### src/sv/lsfb_pkg.sv
// Shared constants, codes and types for the LED strip frame builder.
package lsfb_pkg;

  localparam int unsigned LED_COUNT_DEF = 64;
  localparam int unsigned MAP_DEPTH     = 64;
  localparam int unsigned MAP_AW        = 6;

  localparam logic [31:0] LED_RESET_WORD = 32'hE100_0000;
  localparam logic [7:0]  NOT_DRIVEN     = 8'hFF;
  localparam logic [31:0] START_HALF     = 32'h0000_0000;
  localparam logic [31:0] END_HALF       = 32'hFFFF_FFFF;

  typedef enum logic [1:0] {
    OP_SET  = 2'd0,
    OP_MAP  = 2'd1,
    OP_SEND = 2'd2
  } op_t;

  typedef enum logic [1:0] {
    S_CLEAR,
    S_IDLE,
    S_SET,
    S_SEND
  } state_t;

  typedef struct packed {
    logic              we;
    logic [MAP_AW-1:0] waddr;
    logic [7:0]        wdata;
    logic              re;
    logic [MAP_AW-1:0] raddr;
  } map_req_t;

endpackage

### src/sv/lsfb_in_if.sv
// Request channel carrying one LED strip operation.
interface lsfb_in_if;
  logic       valid;
  logic       ready;
  logic [1:0] operation;
  logic [5:0] position;
  logic [7:0] map_target;
  logic [7:0] brightness;
  logic [7:0] red;
  logic [7:0] green;
  logic [7:0] blue;

  modport source (
    output valid, operation, position, map_target, brightness, red, green, blue,
    input  ready
  );

  modport sink (
    input  valid, operation, position, map_target, brightness, red, green, blue,
    output ready
  );
endinterface

### src/sv/lsfb_out_if.sv
// Result channel carrying 64-bit frame words.
interface lsfb_out_if;
  logic        valid;
  logic        ready;
  logic [63:0] frame_word;
  logic        last_word;

  modport source (
    output valid, frame_word, last_word,
    input  ready
  );

  modport sink (
    input  valid, frame_word, last_word,
    output ready
  );
endinterface

### src/sv/lsfb_mem.sv
// Frame store and position map memories, one write and one registered read port each.
module lsfb_mem #(
  parameter int unsigned LED_COUNT = lsfb_pkg::LED_COUNT_DEF
) (
  input  logic                                 clk,
  input  logic                                 led_we,
  input  logic [$clog2(LED_COUNT)-1:0]         led_waddr,
  input  logic [31:0]                          led_wdata,
  input  logic                                 led_re,
  input  logic [$clog2(LED_COUNT)-1:0]         led_raddr,
  output logic [31:0]                          led_rdata,
  input  lsfb_pkg::map_req_t                   map_req,
  output logic [7:0]                           map_rdata
);

  logic [31:0] led_mem [LED_COUNT];
  logic [7:0]  map_mem [lsfb_pkg::MAP_DEPTH];
  logic [31:0] led_rdata_r;
  logic [7:0]  map_rdata_r;

  always_ff @(posedge clk) begin
    if (led_we) begin
      led_mem[led_waddr] <= led_wdata;
    end
    if (led_re) begin
      led_rdata_r <= led_mem[led_raddr];
    end
  end

  always_ff @(posedge clk) begin
    if (map_req.we) begin
      map_mem[map_req.waddr] <= map_req.wdata;
    end
    if (map_req.re) begin
      map_rdata_r <= map_mem[map_req.raddr];
    end
  end

  assign led_rdata = led_rdata_r;
  assign map_rdata = map_rdata_r;

endmodule

### src/sv/lsfb_ctrl.sv
// Sequencer: memory clearing pass, set and map requests, and frame streaming.
module lsfb_ctrl #(
  parameter int unsigned LED_COUNT = lsfb_pkg::LED_COUNT_DEF
) (
  input  logic                         clk,
  input  logic                         rst_n,
  lsfb_in_if.sink                      in_ch,
  lsfb_out_if.source                   out_ch,
  output logic                         led_we,
  output logic [$clog2(LED_COUNT)-1:0] led_waddr,
  output logic [31:0]                  led_wdata,
  output logic                         led_re,
  output logic [$clog2(LED_COUNT)-1:0] led_raddr,
  input  logic [31:0]                  led_rdata,
  output lsfb_pkg::map_req_t           map_req,
  input  logic [7:0]                   map_rdata
);

  localparam int unsigned IDX_W   = $clog2(LED_COUNT);
  localparam int unsigned WORDS   = (4 * LED_COUNT + 15) / 8;
  localparam int unsigned HALVES  = 2 * WORDS;
  localparam int unsigned HW      = $clog2(HALVES);
  localparam int unsigned CLR_LEN = (LED_COUNT > lsfb_pkg::MAP_DEPTH) ?
                                    LED_COUNT : lsfb_pkg::MAP_DEPTH;
  localparam int unsigned CW      = $clog2(CLR_LEN);

  localparam logic [HW-1:0] H_LED_LAST = HW'(LED_COUNT);
  localparam logic [HW-1:0] H_END      = HW'(LED_COUNT + 1);
  localparam logic [HW-1:0] H_FINAL    = HW'(HALVES - 1);
  localparam logic [CW-1:0] C_FINAL    = CW'(CLR_LEN - 1);

  lsfb_pkg::state_t state_r, state_nxt;
  logic [CW-1:0]    clr_r, clr_nxt;
  logic [HW-1:0]    h_r, h_nxt;
  logic [31:0]      hi_r, hi_nxt;
  logic [31:0]      set_word_r, set_word_nxt;
  logic             out_valid_r, out_valid_nxt;
  logic [63:0]      out_word_r, out_word_nxt;
  logic             out_last_r, out_last_nxt;
  logic             load_out;
  logic             advance;
  logic             slot_ok;
  logic [31:0]      half_val;

  // The frame is a run of 32-bit halves: a zero start half, one half per LED,
  // the all-ones end half, then zero padding when the LED count is odd.
  always_comb begin
    if (h_r == '0) begin
      half_val = lsfb_pkg::START_HALF;
    end else if (h_r <= H_LED_LAST) begin
      half_val = led_rdata;
    end else if (h_r == H_END) begin
      half_val = lsfb_pkg::END_HALF;
    end else begin
      half_val = lsfb_pkg::START_HALF;
    end
  end

  assign slot_ok = (map_rdata != lsfb_pkg::NOT_DRIVEN) && (32'(map_rdata) < LED_COUNT);
  assign advance = !h_r[0] || !out_valid_r || out_ch.ready;

  always_comb begin
    state_nxt    = state_r;
    clr_nxt      = clr_r;
    h_nxt        = h_r;
    hi_nxt       = hi_r;
    set_word_nxt = set_word_r;
    out_word_nxt = out_word_r;
    out_last_nxt = out_last_r;
    load_out     = 1'b0;
    in_ch.ready  = 1'b0;
    led_we       = 1'b0;
    led_waddr    = '0;
    led_wdata    = set_word_r;
    led_re       = 1'b0;
    led_raddr    = h_r[IDX_W-1:0];
    map_req      = '0;

    case (state_r)
      lsfb_pkg::S_CLEAR: begin
        led_we        = 32'(clr_r) < LED_COUNT;
        led_waddr     = clr_r[IDX_W-1:0];
        led_wdata     = lsfb_pkg::LED_RESET_WORD;
        map_req.we    = 32'(clr_r) < lsfb_pkg::MAP_DEPTH;
        map_req.waddr = clr_r[lsfb_pkg::MAP_AW-1:0];
        map_req.wdata = 8'(clr_r[lsfb_pkg::MAP_AW-1:0]);
        if (clr_r == C_FINAL) begin
          state_nxt = lsfb_pkg::S_IDLE;
        end else begin
          clr_nxt = clr_r + CW'(1);
        end
      end
      lsfb_pkg::S_IDLE: begin
        in_ch.ready = 1'b1;
        if (in_ch.valid) begin
          set_word_nxt = {in_ch.brightness, in_ch.blue, in_ch.green, in_ch.red};
          case (in_ch.operation)
            lsfb_pkg::OP_SET: begin
              map_req.re    = 1'b1;
              map_req.raddr = in_ch.position;
              state_nxt     = lsfb_pkg::S_SET;
            end
            lsfb_pkg::OP_MAP: begin
              map_req.we    = 1'b1;
              map_req.waddr = in_ch.position;
              map_req.wdata = in_ch.map_target;
            end
            lsfb_pkg::OP_SEND: begin
              h_nxt     = '0;
              state_nxt = lsfb_pkg::S_SEND;
            end
            default: begin
            end
          endcase
        end
      end
      lsfb_pkg::S_SET: begin
        // The map entry read at accept time is now on the read port.
        led_we    = slot_ok;
        led_waddr = IDX_W'(map_rdata);
        state_nxt = lsfb_pkg::S_IDLE;
      end
      lsfb_pkg::S_SEND: begin
        if (advance) begin
          // Fetch ahead the LED word needed by the next half.
          led_re = 32'(h_r) < LED_COUNT;
          if (!h_r[0]) begin
            hi_nxt = half_val;
          end else begin
            load_out     = 1'b1;
            out_word_nxt = {hi_r, half_val};
            out_last_nxt = (h_r == H_FINAL);
          end
          if (h_r == H_FINAL) begin
            state_nxt = lsfb_pkg::S_IDLE;
          end else begin
            h_nxt = h_r + HW'(1);
          end
        end
      end
      default: begin
        state_nxt = lsfb_pkg::S_IDLE;
      end
    endcase

    if (load_out) begin
      out_valid_nxt = 1'b1;
    end else if (out_ch.ready) begin
      out_valid_nxt = 1'b0;
    end else begin
      out_valid_nxt = out_valid_r;
    end
  end

  always_ff @(posedge clk) begin
    if (!rst_n) begin
      state_r     <= lsfb_pkg::S_CLEAR;
      clr_r       <= '0;
      h_r         <= '0;
      out_valid_r <= 1'b0;
    end else begin
      state_r     <= state_nxt;
      clr_r       <= clr_nxt;
      h_r         <= h_nxt;
      out_valid_r <= out_valid_nxt;
    end
  end

  always_ff @(posedge clk) begin
    hi_r       <= hi_nxt;
    set_word_r <= set_word_nxt;
    out_word_r <= out_word_nxt;
    out_last_r <= out_last_nxt;
  end

  assign out_ch.valid      = out_valid_r;
  assign out_ch.frame_word = out_word_r;
  assign out_ch.last_word  = out_last_r;

  a_led_addr_range: assert property (@(posedge clk) disable iff (!rst_n)
    led_we |-> (32'(led_waddr) < LED_COUNT))
    else $error("frame store written beyond the last LED");

  a_send_no_write: assert property (@(posedge clk) disable iff (!rst_n)
    (state_r == lsfb_pkg::S_SEND) |-> (!led_we && !map_req.we))
    else $error("memory written while a frame is streaming");

  a_last_ends_send: assert property (@(posedge clk) disable iff (!rst_n)
    (load_out && out_last_nxt) |=> (state_r == lsfb_pkg::S_IDLE))
    else $error("final frame word loaded without ending the send");

  a_clear_quiet: assert property (@(posedge clk) disable iff (!rst_n)
    (state_r == lsfb_pkg::S_CLEAR) |-> (!out_valid_r && !in_ch.ready))
    else $error("channel activity during the clearing pass");

endmodule

### src/sv/led_strip_frame_builder.sv
// LED strip frame builder: serial LED frame store with position remapping.
//
// in_ch takes requests: set colour (remapped through the position map), load a
// position map entry, or send the frame. out_ch returns 64-bit frame words,
// first transmitted byte in bits 63..56, with last_word on the final one.
// A map load is a single map write; a set is a map read, then a store write.
// A send streams (4*LED_COUNT+15)/8 words, 33 for 64 LEDs, each built from
// two 32-bit halves, since the single read port of the frame store gives one
// 32-bit LED word per cycle while the receiver does not stall the stream.
// in_ch.ready is low while a set or a send is in progress.
// After reset a clearing pass over max(LED_COUNT, 64) entries loads every LED
// word with 0xE1000000 and the position map with identity; in_ch.ready stays
// low during it. A result waits in the output register while the receiver
// stalls; streaming pauses on the next word until it is taken, and set and
// map requests are still accepted while the last word of a frame waits.
module led_strip_frame_builder #(
  parameter int unsigned LED_COUNT = lsfb_pkg::LED_COUNT_DEF
) (
  input  logic       clk,
  input  logic       rst_n,
  lsfb_in_if.sink    in_ch,
  lsfb_out_if.source out_ch
);

  localparam int unsigned IDX_W = $clog2(LED_COUNT);

  logic               led_we;
  logic [IDX_W-1:0]   led_waddr;
  logic [31:0]        led_wdata;
  logic               led_re;
  logic [IDX_W-1:0]   led_raddr;
  logic [31:0]        led_rdata;
  lsfb_pkg::map_req_t map_req;
  logic [7:0]         map_rdata;

  lsfb_ctrl #(
    .LED_COUNT (LED_COUNT)
  ) u_ctrl (
    .clk       (clk),
    .rst_n     (rst_n),
    .in_ch     (in_ch),
    .out_ch    (out_ch),
    .led_we    (led_we),
    .led_waddr (led_waddr),
    .led_wdata (led_wdata),
    .led_re    (led_re),
    .led_raddr (led_raddr),
    .led_rdata (led_rdata),
    .map_req   (map_req),
    .map_rdata (map_rdata)
  );

  lsfb_mem #(
    .LED_COUNT (LED_COUNT)
  ) u_mem (
    .clk       (clk),
    .led_we    (led_we),
    .led_waddr (led_waddr),
    .led_wdata (led_wdata),
    .led_re    (led_re),
    .led_raddr (led_raddr),
    .led_rdata (led_rdata),
    .map_req   (map_req),
    .map_rdata (map_rdata)
  );

endmodule
### src/flat_wrapper.sv
// flat-port wrapper written by rule: the top's interface ports become plain ports
module led_strip_frame_builder_flat 
#(
  parameter int unsigned LED_COUNT = lsfb_pkg::LED_COUNT_DEF
)
  (clk, rst_n, in_ch_valid, in_ch_operation, in_ch_position, in_ch_map_target, in_ch_brightness, in_ch_red, in_ch_green, in_ch_blue, in_ch_ready, out_ch_valid, out_ch_frame_word, out_ch_last_word, out_ch_ready);
  lsfb_in_if in_ch_i ();
  lsfb_out_if out_ch_i ();
  input  logic clk;
  input  logic rst_n;
  input wire logic [$bits(in_ch_i.valid)-1:0] in_ch_valid;
  input wire logic [$bits(in_ch_i.operation)-1:0] in_ch_operation;
  input wire logic [$bits(in_ch_i.position)-1:0] in_ch_position;
  input wire logic [$bits(in_ch_i.map_target)-1:0] in_ch_map_target;
  input wire logic [$bits(in_ch_i.brightness)-1:0] in_ch_brightness;
  input wire logic [$bits(in_ch_i.red)-1:0] in_ch_red;
  input wire logic [$bits(in_ch_i.green)-1:0] in_ch_green;
  input wire logic [$bits(in_ch_i.blue)-1:0] in_ch_blue;
  output wire logic [$bits(in_ch_i.ready)-1:0] in_ch_ready;
  output wire logic [$bits(out_ch_i.valid)-1:0] out_ch_valid;
  output wire logic [$bits(out_ch_i.frame_word)-1:0] out_ch_frame_word;
  output wire logic [$bits(out_ch_i.last_word)-1:0] out_ch_last_word;
  input wire logic [$bits(out_ch_i.ready)-1:0] out_ch_ready;
  assign in_ch_i.valid = in_ch_valid;
  assign in_ch_i.operation = in_ch_operation;
  assign in_ch_i.position = in_ch_position;
  assign in_ch_i.map_target = in_ch_map_target;
  assign in_ch_i.brightness = in_ch_brightness;
  assign in_ch_i.red = in_ch_red;
  assign in_ch_i.green = in_ch_green;
  assign in_ch_i.blue = in_ch_blue;
  assign in_ch_ready = in_ch_i.ready;
  assign out_ch_valid = out_ch_i.valid;
  assign out_ch_frame_word = out_ch_i.frame_word;
  assign out_ch_last_word = out_ch_i.last_word;
  assign out_ch_i.ready = out_ch_ready;
  led_strip_frame_builder #(.LED_COUNT(LED_COUNT)) u_core (.clk(clk), .rst_n(rst_n), .in_ch(in_ch_i), .out_ch(out_ch_i));
endmodule
### config.mk
export PLATFORM = sky130hd
export DESIGN_NAME = led_strip_frame_builder_flat
export DESIGN_NICKNAME = d
export VERILOG_FILES = /design/src/sv/lsfb_pkg.sv /design/src/sv/lsfb_in_if.sv /design/src/sv/lsfb_out_if.sv /design/src/sv/lsfb_mem.sv /design/src/sv/lsfb_ctrl.sv /design/src/sv/led_strip_frame_builder.sv /design/src/flat_wrapper.sv
export SDC_FILE = /design/constraint.sdc
export NUM_CORES = 2
export LEC_CHECK = 0
export ABC_AREA = 1
export BUFFER_PORTS_ARGS = -buffer_cell sky130_fd_sc_hd__clkbuf_2
export CAP_MARGIN = 30
export CORE_MARGIN = 2
export CORE_UTILIZATION = 35
export CTS_CLUSTER_DIAMETER = 30
export DETAILED_ROUTE_END_ITERATION = 12
export GPL_TIMING_DRIVEN = 0
export PLACE_DENSITY = 0.52
export REMOVE_ABC_BUFFERS = 1
export SLEW_MARGIN = 20
export SYNTH_ARGS = -nofsm -noshare
export SYNTH_HDL_FRONTEND = slang
export SYNTH_SLANG_ARGS = --single-unit
### constraint.sdc
create_clock -name clk -period 6.7 [get_ports clk]
set_input_delay 1.34 -clock clk [delete_from_list [all_inputs] [get_ports clk]]
set_output_delay 1.34 -clock clk [all_outputs]
set_load 0.02 [all_outputs]
==> metrics.txt <==
status finished, final reports clean; Root Buffer clkbuf_16; sw power ~0.01 W; crit path capture type register; TritonCTS buffer count between 500 and 600; gpl congestion approximately 0.82; clk slew on worst S/H paths roughly 0.050 ns; final-layout fill cell count roughly 27,000; Tightest Hold Check Type reg2reg; power share of the sequential group between 30% and 40%; Row Count 203; total clock sinks approximately 2,700; sequential share of the synthesized area 76.2%; nets 8,888; RSZ-0062 raised after global routing false; post-synth top area cell edfxtp_1; final core utilization between 40% and 50%; via count 71,300; Post-Synth Simple-Gate Area approximately 11%; P&R area growth vs syn 28.3%; drt pass-1 iters 6; largest net degree at the start of global routing around 130; Max Transition Viols Final 0; Remaining DRCs 0; PwrDens about 340 mW/mm2; Max Root-Sink Buffers 4; Post-synth EDFFs about 2,700; drt total wl approximately 330,000 um; Detailed Place HPWL roughly 200,000 um; Post-Synth XOR/XNOR Area 0.0243%; num ports ~120; Post-synth top cells edfxtp_1 (2,729), nor2_1 (1,349), o21ai_0 (1,076); Slew headroom a little over an eighth; post-CTS setup buffer count 0; Data required, critical path between 7 and 8 ns; 1st-iter DRT viols around 8,000; CTS tree built; CP bufs+invs 7; worst-path cell chain buf_16 > buf_16 > buf_16 > inv_8 > buf_16 > buf_16 > buf_16 > o21ai_0 > o22ai_1 > nand2_1 > nand4_1 > a22oi_1 > nand2_1; Max Cap Viol 0; DIE WIDTH about 560 um; hold slack ~0.38 ns; post-synthesis mux area share 0%; clock latency on the worst-skew pair 1.03 ns; delay-heaviest family, CP buffers and inverters; initial antenna violation count 13; predominant post-synthesis flop cell edfxtp_1; Int Power ~0.037 W; largest family of logic cells by synthesized area simple AND/OR/NAND/NOR gates; Fin. Hold Viols 0; Routed WL per cell ~25 um; Power Total about 0.047 W; global-route wire length before repair ~480,000 um; Pleak slightly below 50 nW; clock power share roughly three fifths; max incr delay on CP between 0.7 and 0.8 ns; Core Box Area 0.306 mm2; CP startpoint kind register; CP dominant cell by count buf_16; clock skew 0.0917 ns; Cell Area, Synth about 0.11 mm2; remaining antenna violation count 0; top cells by area, synth edfxtp_1 (76%), o21ai_0 (5.0%), nor2_1 (4.7%), nand2_1 (3.1%), o22ai_1 (3.0%); Max Fclk approximately 190 MHz; Final setup violation count 0; post-CTS sizing 0; H-tree lvl count 6; most numerous cell in the Yosys netlist edfxtp_1; Yosys top cell area share between 70 and 80%; CTS hold repair buffers 0; Adder-Cell Fraction of Synth Area 0.0464%; Post-Syn Instances between 8,000 and 9,000; vias in the first global route ~70,000; layout cells sized above 1 between 15 and 20%; Via-to-Cell Ratio 5.32; CP Max Fanout roughly 130; distinct cell type count after synthesis 38; setup TNS 0 ns; CP max stage cell dfxtp_4; full die area roughly 0.31 mm2; Slew @ Worst Pin between 1 and 1.5 ns; post-synthesis compound-gate area fraction between 9 and 10%; port buffer count 118; Die Y between 500 and 600 um; async set or reset register ratio after synthesis 0%; Yosys reg bits roughly 2,700; synth warn 0; switching share of power between 20% and 30%; Tcrit/Tclk final about 80%; syn_area_per_cell 12.9 um2; type of the worst setup path reg2reg; gr ovfl total 0; Combinational Power Share ~1%; Initial Util 35.2%; min Tclk post-route 5.37 ns; total track usage 20.7%; Max IR drop VDD 0.226 mV; worst path arrival time 6.10 ns
## cells by family (layout without fill, tap and decap cells)
family / count (synthesis) / after routing
other cells: 0 / 5
compound gates: 1779 / 1779
fa+ha+maj: 4 / 4
simple gates: 2903 / 2903
flops: 2745 / 2745
buf+inv: 917 / 1858
xor+xnor: 3 / 3
## final timing paths
check | slack (ns) | end | from | depth (start not counted)
worst max-delay path | 1.33 | u_core.u_mem.led_rdata[17] | u_core.u_ctrl.h_r[0] | 13
worst min-delay path | 0.38 | u_core.u_ctrl.out_ch.frame_word[33] | u_core.u_ctrl.hi_r[1] | 0
worst max register to register | 1.33 | u_core.u_mem.led_rdata[17] | u_core.u_ctrl.h_r[0] | 13
worst min register to register | 0.38 | u_core.u_ctrl.out_ch.frame_word[33] | u_core.u_ctrl.hi_r[1] | 0
## through the flow
stage	instance area [um2]	instances	worst slack, ns
global route	138000	13400	1.18
CTS	138000	13400	1.40
global placement	111000	12000	-137.31
floorplan	106000	7812	-47.60
finish	139000	13400	1.33
detailed placement	119000	12400	1.38
## sequential cells by signal, summed over array words and instances (netlist names)
name and count:
u_core.u_ctrl.clr_r 6, u_core.u_ctrl.h_r 7, u_core.u_ctrl.hi_r 32, u_core.u_ctrl.out_ch.frame_word 64, u_core.u_ctrl.out_ch.last_word 1, u_core.u_ctrl.out_ch.valid 1
u_core.u_ctrl.set_word_r 32, u_core.u_ctrl.state_r 2, u_core.u_mem.led_mem 2048, u_core.u_mem.led_rdata 32, u_core.u_mem.map_mem 512, u_core.u_mem.map_rdata 8
## layer usage
| metal | vias to the layer above | wire [um] | global-route usage, % |
|---|---|---|---|
| met5 | - | 18 | 0 |
| met4 | 2 | 12300 | 8.00 |
| met3 | 614 | 25100 | 3.96 |
| met2 | 2966 | 158000 | 33.5 |
| met1 | 36000 | 137000 | 27.4 |
| li1 | 31700 | - | - |
## layout make-up
type,count,area (um2),share of cell area (%)
diodes,5,12.5,0.00903
clock buffers,644,14400,10.4
clock inverters,380,4840,3.49
inverters,378,1460,1.05
multi-input cells,4689,22900,16.6
flip-flops and latches,2745,82300,59.4
well taps,4100,5130,3.70
repair buffers,456,7430,5.36
## power by group through the flow
stage	registers, W	logic, W	clock network (W)
after floorplan	0.0191	0.000184	0
after global placement	0.0191	0.000413	0
after detailed placement	0.0191	0.000484	0
after CTS	0.0188	0.000485	0.0282
after global routing	0.0188	0.000520	0.0291
final	0.0188	0.000494	0.0279
## layout by cell type (no fill, tap or decap), types with 53 or more instances in the layout
cell,count
buf_16,152
a21oi_1,56
nand4_1,126
clkinv_1,89
o21ai_0,1074
inv_1,366
edfxtp_1,2729
nor2_4,99
bufinv_16,75
nand3_1,455
nand2_1,876
a22oi_1,56
clkbuf_1,77
o22ai_1,511
nor2_1,1254
buf_12,105
clkbuf_16,563
clkinv_2,86
clkbuf_2,116
or2_2,53
o2111ai_1,53
Power figures use the tool's default switching activity.
